[src/design/mm4_pkg.sv]
// ----------------------------------------------------------------------------
// mm4_pkg
// Types, constants and the saturation helper shared by the 4x4 matrix
// multiply unit.
// ----------------------------------------------------------------------------
package mm4_pkg;

	// Fixed-point format
	localparam int unsigned FRAC_BITS = 8;
	localparam int unsigned DATA_W    = 16;
	localparam int unsigned PROD_W    = 2 * DATA_W;
	// four products of full range need two guard bits
	localparam int unsigned ACC_W     = PROD_W + 2;
	localparam int unsigned DIM       = 4;
	localparam int unsigned IDX_W     = 2;

	localparam logic signed [ACC_W-1:0] C_MAX = ACC_W'(32767);
	localparam logic signed [ACC_W-1:0] C_MIN = -(ACC_W'(32768));

	typedef logic signed [DATA_W-1:0] elem_t;
	typedef logic [DIM-1:0][DATA_W-1:0] row_t;

	// Input transaction: one row of A and the matching row of B
	typedef struct packed {
		logic signed [15:0] a_e0;
		logic signed [15:0] a_e1;
		logic signed [15:0] a_e2;
		logic signed [15:0] a_e3;
		logic signed [15:0] b_e0;
		logic signed [15:0] b_e1;
		logic signed [15:0] b_e2;
		logic signed [15:0] b_e3;
	} in_t;

	// Output transaction: one row of C
	typedef struct packed {
		logic signed [15:0] c_e0;
		logic signed [15:0] c_e1;
		logic signed [15:0] c_e2;
		logic signed [15:0] c_e3;
		logic [1:0]         row_index;
		logic               saturated;
		logic               last;
	} out_t;

	// One multiply-accumulate step issued by the sequencer
	typedef struct packed {
		logic             valid;
		logic [IDX_W-1:0] i;
		logic [IDX_W-1:0] j;
		logic [IDX_W-1:0] k;
	} issue_t;

	// Store write request
	typedef struct packed {
		logic             en;
		logic [IDX_W-1:0] row;
	} wr_t;

	// Sequencer status toward the top level
	typedef struct packed {
		logic             busy;
		logic             emit;
		logic [IDX_W-1:0] row;
	} seq_stat_t;

	// Saturated entry with its clip flag
	typedef struct packed {
		logic  sat;
		elem_t value;
	} sat_t;

	// Floor shift by FRAC_BITS, then clip to signed 16 bits
	function automatic sat_t saturate(input logic signed [ACC_W-1:0] acc);
		logic signed [ACC_W-1:0] sh;
		sat_t                    r;
		sh = acc >>> FRAC_BITS;
		if (sh > C_MAX) begin
			r.sat   = 1'b1;
			r.value = C_MAX[DATA_W-1:0];
		end else if (sh < C_MIN) begin
			r.sat   = 1'b1;
			r.value = C_MIN[DATA_W-1:0];
		end else begin
			r.sat   = 1'b0;
			r.value = sh[DATA_W-1:0];
		end
		return r;
	endfunction

endpackage

[src/design/matrix_multiply_4x4_unit.sv]
// ----------------------------------------------------------------------------
// matrix_multiply_4x4_unit
// Fixed-point 4x4 matrix product C = A x B in signed Q8.8 with saturation.
// ----------------------------------------------------------------------------
// Feed rows 0..3 of A together with the same rows of B, one transaction per
// row. The first three rows are taken without stalling the input. The fourth
// row starts the product: a single 16x16 multiplier with a 34-bit accumulator
// performs all 64 multiply-accumulates one per cycle while steps are issued.
// Each product row runs its steps over j and k, drains through the read,
// multiply, accumulate and row buffer registers and is then handed to the
// output register; the input stays stalled until the last row is handed over.
// Each entry is the exact sum of four products, shifted right by FRAC_BITS
// toward minus infinity and clipped to 16 bits; a row reports saturated if
// any of its entries clipped. Result rows leave in order 0..3 through an
// output register, the fourth one marked last; a stalled output row holds
// while computation of the next row continues.
module matrix_multiply_4x4_unit import mm4_pkg::*; (
	input  logic clk,
	input  logic arst_n,
	input  logic in_valid,
	output logic in_stall,
	input  in_t  in_data,
	output logic out_valid,
	input  logic out_stall,
	output out_t out_data
);

	wr_t       wr;
	issue_t    issue;
	seq_stat_t stat;
	row_t      wr_a, wr_b;
	elem_t     a_s1, b_s1;
	row_t      row_c;
	logic      row_sat;
	logic      row_done;
	logic      out_free;
	logic      out_valid_q;
	out_t      out_q;

	assign wr_a = {in_data.a_e3, in_data.a_e2, in_data.a_e1, in_data.a_e0};
	assign wr_b = {in_data.b_e3, in_data.b_e2, in_data.b_e1, in_data.b_e0};

	assign out_free = !out_valid_q || !out_stall;

	mm4_seq u_seq (
		.clk      (clk),
		.arst_n   (arst_n),
		.in_valid (in_valid),
		.out_free (out_free),
		.row_done (row_done),
		.wr       (wr),
		.issue    (issue),
		.stat     (stat)
	);

	mm4_store u_store (
		.clk   (clk),
		.wr    (wr),
		.wr_a  (wr_a),
		.wr_b  (wr_b),
		.issue (issue),
		.a_s1  (a_s1),
		.b_s1  (b_s1)
	);

	mm4_mac u_mac (
		.clk      (clk),
		.arst_n   (arst_n),
		.issue    (issue),
		.a_s1     (a_s1),
		.b_s1     (b_s1),
		.row_c    (row_c),
		.row_sat  (row_sat),
		.row_done (row_done)
	);

	// Hold the output transaction until taken
	always_ff @(posedge clk or negedge arst_n) begin
		if (!arst_n) begin
			out_valid_q <= 1'b0;
		end else if (stat.emit) begin
			out_valid_q <= 1'b1;
		end else if (!out_stall) begin
			out_valid_q <= 1'b0;
		end
	end

	// Load the finished row
	always_ff @(posedge clk) begin
		if (stat.emit) begin
			out_q.c_e0      <= row_c[0];
			out_q.c_e1      <= row_c[1];
			out_q.c_e2      <= row_c[2];
			out_q.c_e3      <= row_c[3];
			out_q.row_index <= stat.row;
			out_q.saturated <= row_sat;
			out_q.last      <= (stat.row == IDX_W'(DIM - 1));
		end
	end

	assign in_stall  = stat.busy;
	assign out_valid = out_valid_q;
	assign out_data  = out_q;

`ifndef ASSERT_OFF
	// No MAC step may run while a new row is being written
	a_no_issue_on_load: assert property (@(posedge clk) disable iff (!arst_n)
		(in_valid && !in_stall) |-> !issue.valid)
		else $error("MAC step issued while input row accepted");

	// A finished row only appears while the block is busy
	a_row_done_busy: assert property (@(posedge clk) disable iff (!arst_n)
		row_done |-> in_stall)
		else $error("row completed while idle");

	// A loaded row is presented with a last mark matching its index
	a_emit_last: assert property (@(posedge clk) disable iff (!arst_n)
		stat.emit |=> (out_valid && (out_data.last == (out_data.row_index == 2'd3))))
		else $error("emitted row has wrong last mark");
`endif

endmodule

[src/design/mm4_store.sv]
// ----------------------------------------------------------------------------
// mm4_store
// Row-written storage for matrices A and B with a registered element read.
// ----------------------------------------------------------------------------
module mm4_store import mm4_pkg::*; (
	input  logic   clk,
	input  wr_t    wr,
	input  row_t   wr_a,
	input  row_t   wr_b,
	input  issue_t issue,
	output elem_t  a_s1,
	output elem_t  b_s1
);

	row_t left_mem  [DIM];
	row_t right_mem [DIM];

	// Write one row of each matrix per transaction
	always_ff @(posedge clk) begin
		if (wr.en) begin
			left_mem[wr.row]  <= wr_a;
			right_mem[wr.row] <= wr_b;
		end
	end

	// Read A[i][k] and B[k][j] for the issued step
	always_ff @(posedge clk) begin
		if (issue.valid) begin
			a_s1 <= left_mem[issue.i][issue.k];
			b_s1 <= right_mem[issue.k][issue.j];
		end
	end

endmodule

[src/design/mm4_mac.sv]
// ----------------------------------------------------------------------------
// mm4_mac
// Shared multiply-accumulate datapath: one product per cycle while steps are
// issued, accumulation over k, then shift and saturation into a row buffer.
// ----------------------------------------------------------------------------
module mm4_mac import mm4_pkg::*; (
	input  logic   clk,
	input  logic   arst_n,
	input  issue_t issue,
	input  elem_t  a_s1,
	input  elem_t  b_s1,
	output row_t   row_c,
	output logic   row_sat,
	output logic   row_done
);

	typedef struct packed {
		logic             valid;
		logic [IDX_W-1:0] j;
		logic [IDX_W-1:0] k;
	} ctl_t;

	localparam logic [IDX_W-1:0] K_FIRST = '0;
	localparam logic [IDX_W-1:0] K_LAST  = IDX_W'(DIM - 1);
	localparam logic [IDX_W-1:0] J_LAST  = IDX_W'(DIM - 1);

	ctl_t                     ctl_s1, ctl_s2, ctl_s3;
	logic signed [PROD_W-1:0] prod_s2;
	logic signed [ACC_W-1:0]  acc_q;
	logic signed [ACC_W-1:0]  prod_ext;
	row_t                     row_c_q;
	logic                     row_sat_q;
	logic                     row_done_q;
	sat_t                     sat_res;

	// Advance the control alongside the data
	always_ff @(posedge clk or negedge arst_n) begin
		if (!arst_n) begin
			ctl_s1     <= '0;
			ctl_s2     <= '0;
			ctl_s3     <= '0;
			row_done_q <= 1'b0;
		end else begin
			ctl_s1     <= '{valid: issue.valid, j: issue.j, k: issue.k};
			ctl_s2     <= ctl_s1;
			ctl_s3     <= ctl_s2;
			row_done_q <= ctl_s3.valid && (ctl_s3.k == K_LAST) && (ctl_s3.j == J_LAST);
		end
	end

	// Multiply
	always_ff @(posedge clk) begin
		if (ctl_s1.valid) begin
			prod_s2 <= a_s1 * b_s1;
		end
	end

	// Accumulate over k, restarting at the first term
	assign prod_ext = ACC_W'(prod_s2);

	always_ff @(posedge clk) begin
		if (ctl_s2.valid) begin
			if (ctl_s2.k == K_FIRST) begin
				acc_q <= prod_ext;
			end else begin
				acc_q <= acc_q + prod_ext;
			end
		end
	end

	// Shift, clip and drop the finished entry into the row buffer
	assign sat_res = saturate(acc_q);

	always_ff @(posedge clk) begin
		if (ctl_s3.valid && (ctl_s3.k == K_LAST)) begin
			row_c_q[ctl_s3.j] <= sat_res.value;
			if (ctl_s3.j == K_FIRST) begin
				row_sat_q <= sat_res.sat;
			end else begin
				row_sat_q <= row_sat_q | sat_res.sat;
			end
		end
	end

	assign row_c    = row_c_q;
	assign row_sat  = row_sat_q;
	assign row_done = row_done_q;

endmodule

[src/design/mm4_seq.sv]
// ----------------------------------------------------------------------------
// mm4_seq
// Sequencer: counts loaded rows, steps the shared MAC through i, j, k and
// hands each finished row to the output register.
// ----------------------------------------------------------------------------
module mm4_seq import mm4_pkg::*; (
	input  logic      clk,
	input  logic      arst_n,
	input  logic      in_valid,
	input  logic      out_free,
	input  logic      row_done,
	output wr_t       wr,
	output issue_t    issue,
	output seq_stat_t stat
);

	localparam logic [1:0] S_IDLE  = 2'd0;
	localparam logic [1:0] S_RUN   = 2'd1;
	localparam logic [1:0] S_DRAIN = 2'd2;
	localparam logic [1:0] S_EMIT  = 2'd3;

	localparam logic [IDX_W-1:0]   ROW_LAST  = IDX_W'(DIM - 1);
	localparam logic [2*IDX_W-1:0] STEP_LAST = '1;

	logic [1:0]         state_q;
	logic [IDX_W-1:0]   rows_loaded_q;
	logic [IDX_W-1:0]   row_q;
	logic [2*IDX_W-1:0] step_q;
	logic               accept;
	logic               emit;

	assign accept = (state_q == S_IDLE) && in_valid;
	assign emit   = (state_q == S_EMIT) && out_free;

	// Step through loading, computing, draining and emitting
	always_ff @(posedge clk or negedge arst_n) begin
		if (!arst_n) begin
			state_q       <= S_IDLE;
			rows_loaded_q <= '0;
			row_q         <= '0;
			step_q        <= '0;
		end else begin
			unique case (state_q)
				S_IDLE: begin
					if (accept) begin
						rows_loaded_q <= rows_loaded_q + 1'b1;
						if (rows_loaded_q == ROW_LAST) begin
							state_q <= S_RUN;
							row_q   <= '0;
							step_q  <= '0;
						end
					end
				end
				S_RUN: begin
					step_q <= step_q + 1'b1;
					if (step_q == STEP_LAST) begin
						state_q <= S_DRAIN;
					end
				end
				S_DRAIN: begin
					if (row_done) begin
						state_q <= S_EMIT;
					end
				end
				S_EMIT: begin
					if (emit) begin
						if (row_q == ROW_LAST) begin
							state_q <= S_IDLE;
						end else begin
							row_q   <= row_q + 1'b1;
							state_q <= S_RUN;
						end
					end
				end
				default: begin
					state_q <= S_IDLE;
				end
			endcase
		end
	end

	assign wr.en  = accept;
	assign wr.row = rows_loaded_q;

	assign issue.valid = (state_q == S_RUN);
	assign issue.i     = row_q;
	assign issue.j     = step_q[2*IDX_W-1:IDX_W];
	assign issue.k     = step_q[IDX_W-1:0];

	assign stat.busy = (state_q != S_IDLE);
	assign stat.emit = emit;
	assign stat.row  = row_q;

endmodule

[config.mk]
export PLATFORM = sky130hd
export DESIGN_NAME = matrix_multiply_4x4_unit
export DESIGN_NICKNAME = d
export VERILOG_FILES = /design/src/design/mm4_pkg.sv /design/src/design/matrix_multiply_4x4_unit.sv /design/src/design/mm4_store.sv /design/src/design/mm4_mac.sv /design/src/design/mm4_seq.sv
export SDC_FILE = /design/constraint.sdc
export NUM_CORES = 1
export LEC_CHECK = 0
export BUFFER_PORTS_ARGS = -buffer_cell sky130_fd_sc_hd__buf_2
export CORE_MARGIN = 5
export CORE_UTILIZATION = 60
export CTS_BUF_LIST = sky130_fd_sc_hd__clkbuf_8
export CTS_CLUSTER_DIAMETER = 100
export DETAILED_ROUTE_END_ITERATION = 12
export HOLD_SLACK_MARGIN = 0.1
export PLACE_DENSITY = 0.78
export SYNTH_ARGS = -nofsm -noshare
export SYNTH_HDL_FRONTEND = slang
export SYNTH_SLANG_ARGS = --single-unit
[constraint.sdc]
create_clock -name clk -period 7.21 [get_ports clk]
set_clock_uncertainty 0.05 [all_clocks]
set_input_delay 0.721 -clock clk [delete_from_list [all_inputs] [get_ports clk]]
set_output_delay 0.721 -clock clk [all_outputs]
set_load 0.02 [all_outputs]
# Word level (Yosys, flattened, before mapping)
# Memories as Yosys holds them, arrays and structs flattened.
# Index checks and enable logic that the tools add are counted.
[totals]
out_inout_bits = 70
ramBits = 512
mem_count = 2
regBits = 258
in_bits = 132
wordCells = 108
[op_classes]
n_mux = 30
n_bitwise = 1
n_lt_le_gt_ge = 6
n_mul = 1
add_sub_neg = 4
eq_ne = 15
n_reduce_logical = 18
[mem_list]
columns = ["name", "words", "width", "read_ports", "rd_clocked_by_memory_dff", "write_ports", "line_no", "text"]
rows = [
  ["u_store.left_mem", 4, 64, 1, 0, 1, "mm4_store.sv:15", "row_t left_mem [DIM];"],
  ["u_store.right_mem", 4, 64, 1, 0, 1, "mm4_store.sv:16", "row_t right_mem [DIM];"],
]
[ops]
columns = ["cell", "n"]
rows = [
  ["$bmux W16 S2", 2],
  ["$bwmux W64", 1],
  ["$mux W16", 3],
  ["$add A34 B32 Y34", 1],
  ["$mux W17", 2],
  ["$mux W34", 1],
  ["$demux W16 S2", 1],
  ["$mul A16 B16 Y32", 1],
  ["$gt A26 B16 Y1 const B", 1],
  ["$lt A26 B16 Y1 const B", 1],
  ["$mux W2", 9],
  ["$eq A2 B2 Y1 const B", 6],
  ["$reduce_and A5 Y1", 2],
  ["$lt A2 B3 Y1 const B", 3],
  ["$mux W4", 2],
  ["$ne A2 B1 Y1 const B", 4],
  ["$pmux W2 S4", 1],
  ["$pmux W4 S2", 1],
  ["$logic_not A2 Y1", 3],
  ["$mux W1", 6],
  ["$ne A2 B2 Y1 const B", 3],
  ["$reduce_bool A2 Y1", 3],
  ["$logic_and A1 B1 Y1", 5],
  ["$add A2 B1 Y2 const B", 2],
  ["other kinds (10)", 11],
]

# Logic depth before layout (Yosys ltp)
[depth]
depth_word = 5
ltp_mapped = 24
depth_no_buf = 22

# Hierarchy
# A second synthesis with hierarchy kept.
[hier_totals]
hier_cells = 2591
hier_area_um2 = 39581.7
[by_module_without_submodules]
columns = ["mod", "seq_area_each_um2", "cells_per_inst", "area_per_inst_um2", "instances"]
rows = [
  ["mm4_store", 16335.7, 823, 20165.6, 1],
  ["mm4_mac", 4334.2, 1625, 16643.5, 1],
  ["matrix_multiply_4x4_unit", 2067.0, 72, 2084.5, 1],
  ["mm4_seq", 250.2, 71, 688.2, 1],
]

# Least setup slack after synthesis
# OpenSTA, ideal clock, no wires.
[synth_path]
path_type = "input to register"
start = "in out_stall"
end = "reg out_q, in the netlist out_data[0] (enable)"
required_ns = 6.563
path_buffers = 0
path_slack_ns = 0.886
arrival_ns = 5.676
cell_stages = 1
setup_ns = 0.597
path_cell_list = "a21boi_0"
[synth_via]
elab_chain_cells = 3
[synth_lines]
columns = ["element", "line_no", "text"]
rows = [
  ["from (decl)", "matrix_multiply_4x4_unit.sv:24", "input logic out_stall,"],
  ["$logic_not A1 Y1", "--", ""],
  ["$logic_or A1 B1 Y1", "matrix_multiply_4x4_unit.sv:43", "assign out_free = !out_valid_q || !out_stall;"],
  ["$logic_and A1 B1 Y1", "mm4_seq.sv:33", "assign emit = (state_q == S_EMIT) && out_free;"],
  ["to (decl)", "matrix_multiply_4x4_unit.sv:38", "out_t out_q;"],
]
# Every way passes these cells.
# A chain may end at the register's enable or synchronous reset.

# Worst setup path in the final report
[layout_path]
start = "reg u_store.b_s1[3]"
end = "reg u_mac.prod_s2[31], data pin"
[layout_via]
elab_chain_cells = 1
[layout_lines]
columns = ["element", "line_no", "text"]
rows = [
  ["from (decl)", "mm4_store.sv:12", "output elem_t b_s1"],
  ["from (signal assigned)", "mm4_store.sv:30", "b_s1 <= right_mem[issue.k][issue.j];"],
  ["$mul A16 B16 Y32", "mm4_mac.sv:54", "prod_s2 <= a_s1 * b_s1;"],
  ["to (signal assigned)", "mm4_mac.sv:54", ""],
  ["to (decl)", "mm4_mac.sv:28", "logic signed [PROD_W-1:0] prod_s2;"],
]
# Every way passes these cells.

==> metrics.txt <==
initial antenna violation count 9; final hold slack between 0.15 and 0.2 ns; Port Buf Inserts between 200 and 250; CTS tree built; FFs w/ async S/R, synth 0.03506; die area between 70000 and 80000 sq um; Root Driver clkbuf_8; Worst EP required 7.59 ns; clock-pin slew on the worst setup and hold paths 0.07 ns; Die Ht ~270 microns; post-synth top area cell edfxtp_1; Register-to-Register Path Depth 18; Mapped Area between 30000 and 40000 sq um; Tcrit/Tclk final 0.9386; total CTS buffers 116; reg2reg end u_mac.prod_s2[31]; via count between 20000 and 25000; Worst-Margin Slew 1.171 ns; Max-cap violations 0; reg2reg start u_store.b_s1[3]; first-pass GRT wire length between 100 and 150 mm; most common cell after layout, fill and taps aside edfxtp_1; gr usage total 0.2303; outcome finished, final reports clean; Synth Flop Type edfxtp_1; R2R setup slack approximately 0.44 ns; CP Capture Type flop; Final min period 6.767 ns; synth warn 0; pwr dens slightly below 200 nW/um^2; average routed wire per standard cell about 21 microns; CP Launch Type flop; share of the synthesized area in the top cell type 0.5679; number of synthesized flops with an enable pin roughly 740; Slew headroom 0.2143; area of the multi-input gates ~15000 sq um; flops & latches, synth slightly below 800; worst path cell trace and2_1, fa_1, fa_1, fa_1, fa_1, fa_1, inv_1, fa_1, inv_1, ha_1, inv_1, o31ai_1, nor3_1, and3_1, nor3_2, a211oi_1, a21oi_1, xnor2_1; Crit Path Category reg2reg; Critical path destination u_mac.prod_s2[31]; leak pwr ~0.017 uW; Post-Synthesis Cells approximately 2500; WL final 80.41 mm; top post-synthesis cells by area edfxtp_1 57%, fa_1 13%, mux4_2 9.2%; area grow syn2layout 13.10%; final hold vios 0; gr ovfl total 0; CP startpoint u_store.b_s1[3]; routed vias/inst approximately 5.7; Post-DRT Antenna Nets 0; Worst path max stage delay 0.92 ns; fin nets around 3300; CORE AREA approximately 65000 sq um; vias in the first global route 23020; htree depth 3; cts repair resizes 0; final-layout fill cell count ~4200; arrival time worst endpoint 7.15 ns; register area share after synthesis 0.5851; Remaining DRCs 0; Max Slew Vio Count 0; # Post-CTS Setup Buffers 0; most frequent cells in the layout 743 x edfxtp_1, 340 x inv_1, 263 x fa_1, 201 x buf_2, 180 x nand2_1; setup TNS 0 ns; FMAX ~0.15 GHz; share of post-route cells with drive strength above 1 0.2008; Crit-path slowest cell fa_1; RePlAce Congestion 0.8986; VDD IR max between 0.2 and 0.25 mV; Seq. cell area around 23000 sq um; Initial Util 0.6072; largest net degree at the start of global routing 69; crit-path max FO 16; CTS Sinks 770; RSZ-0062 raised after global routing false; Die X roughly 270 microns; most used cell, CP fa_1; Synth Net Count 2977; clk buf depth 3; Synth Area per Inst approximately 16 sq um; hold_buf cts 93; hpwl dp around 55 mm; final setup violation count 0; Pre-antenna DRT Iters 7; Hold Crit Class in2reg; row count 93; Distinct cells, synth 71; Iter 0 DRT Violations roughly 1800; I/O pins ~200; Clk Latency, worst-skew pair approximately 0.74 ns
==> state kept, by name, summed over array words and instances, names as in the netlist <==
register and cells:
u_store.left_mem 256, u_store.right_mem 256, out_data 68, u_mac.row_c 64, u_mac.acc_q 34, u_mac.prod_s2 32
u_store.a_s1 16, u_store.b_s1 16, u_mac.ctl_s1 5, u_mac.ctl_s2 5, u_mac.ctl_s3 5, u_seq.step_q 4
u_seq.row_q 2, u_seq.rows_loaded_q 2, u_seq.state_q 2, out_valid 1, u_mac.row_done 1, u_mac.row_sat 1
==> cells in the mapped netlist, drive strengths merged, types with 6 or more instances <==
master	n
edfxtp	743
inv	311
fa	263
nand2	180
mux4	160
and2	127
ha	125
clkbuf	68
o21ai	58
a21oi	56
nor2	46
xnor2	43
dfrtp	27
o21a	27
a21o	23
buf	20
nand3	19
nor3	17
xor2	16
and3	14
o21bai	10
o31ai	10
nand2b	8
a211oi	6
o211ai	6
==> where the power goes <==
part / switching [uW] / internal (uW)
sequential: 18.3 / 4930
combinational: 265 / 222
clock: 1690 / 1690
total: 1980 / 6840
==> routing by layer <==
metal | global-route usage | up-vias | routed length, microns
li1 | - | 9591 | -
met1 | 0.3138 | 10950 | 32410
met2 | 0.3955 | 720 | 41870
met3 | 0.03999 | 113 | 4518
met4 | 0.05691 | 4 | 1606
met5 | 0 | - | 14
==> how the worst min path moves through the flow <==
stage	startpoint	end	slack, ns	cells past startpoint
3_3_place_gp	u_mac.ctl_s1[1]	u_mac.ctl_s2[1]	0.28	0
2_1_floorplan	u_mac.ctl_s1[0]	u_mac.ctl_s2[0]	0.28	0
3_5_place_dp	u_mac.ctl_s1[0]	u_mac.ctl_s2[0]	0.28	0
6_report	in_data[83]	u_store.left_mem[2][35]	0.17	1
4_1_cts	in_data[113]	u_store.left_mem[0][1]	0.10	1
5_1_grt	in_data[113]	u_store.left_mem[2][1]	0.12	1
==> area by class of cell <==
cell class / count / share of cell area
flip-flops and latches: 770 / 0.5176
multi-input cells: 1288 / 0.3338
repair buffers: 321 / 0.04815
clock buffers: 118 / 0.03655
inverters: 311 / 0.02627
well taps: 855 / 0.02408
clock inverters: 96 / 0.01309
diodes: 8 / 0.0004506
==> critical path, delay by kind of cell (launching register included) <==
family / cells / cell delay [ns]
AO/OA/AOI/OAI: 3 / 0.84
flip-flops: 1 / 0.64
adder cells (fa/ha/maj): 7 / 3.86
XOR/XNOR: 1 / 0.09
buffers and inverters: 3 / 0.17
AND/OR/NAND/NOR: 4 / 0.80
==> metrics by stage <==
stage / power [uW] / cells / setup WS, ns / util / area [sq um]
2_1_floorplan: 5332 / 2457 / 0.8865 / - / 39290
3_3_place_gp: 5454 / 3452 / 0.7389 / 0.6380 / 41280
3_5_place_dp: 5479 / 3452 / 0.5436 / 0.6380 / 41280
4_1_cts: 8868 / 3759 / 0.4572 / 0.6865 / 44410
5_1_grt: 9180 / 3766 / 0.09409 / 0.6867 / 44430
6_report: 8820 / 3767 / 0.4426 / 0.6868 / 44430
==> cells by family (layout without fill, tap and decap cells) <==
family / count (synthesis) / after routing / share of synthesized area
xor gates and xnor gates: 59 / 59 / 0.01315
muxes: 165 / 165 / 0.09313
and+or+nand+nor: 443 / 443 / 0.05612
DFF: 770 / 770 / 0.5851
other: 0 / 8 / 0
buffers and inverters: 399 / 846 / 0.03866
adders and majority gates: 388 / 388 / 0.1738
AOI/OAI and AO/OA: 233 / 233 / 0.03997
No activity file was read; power rests on OpenSTA's default activity.
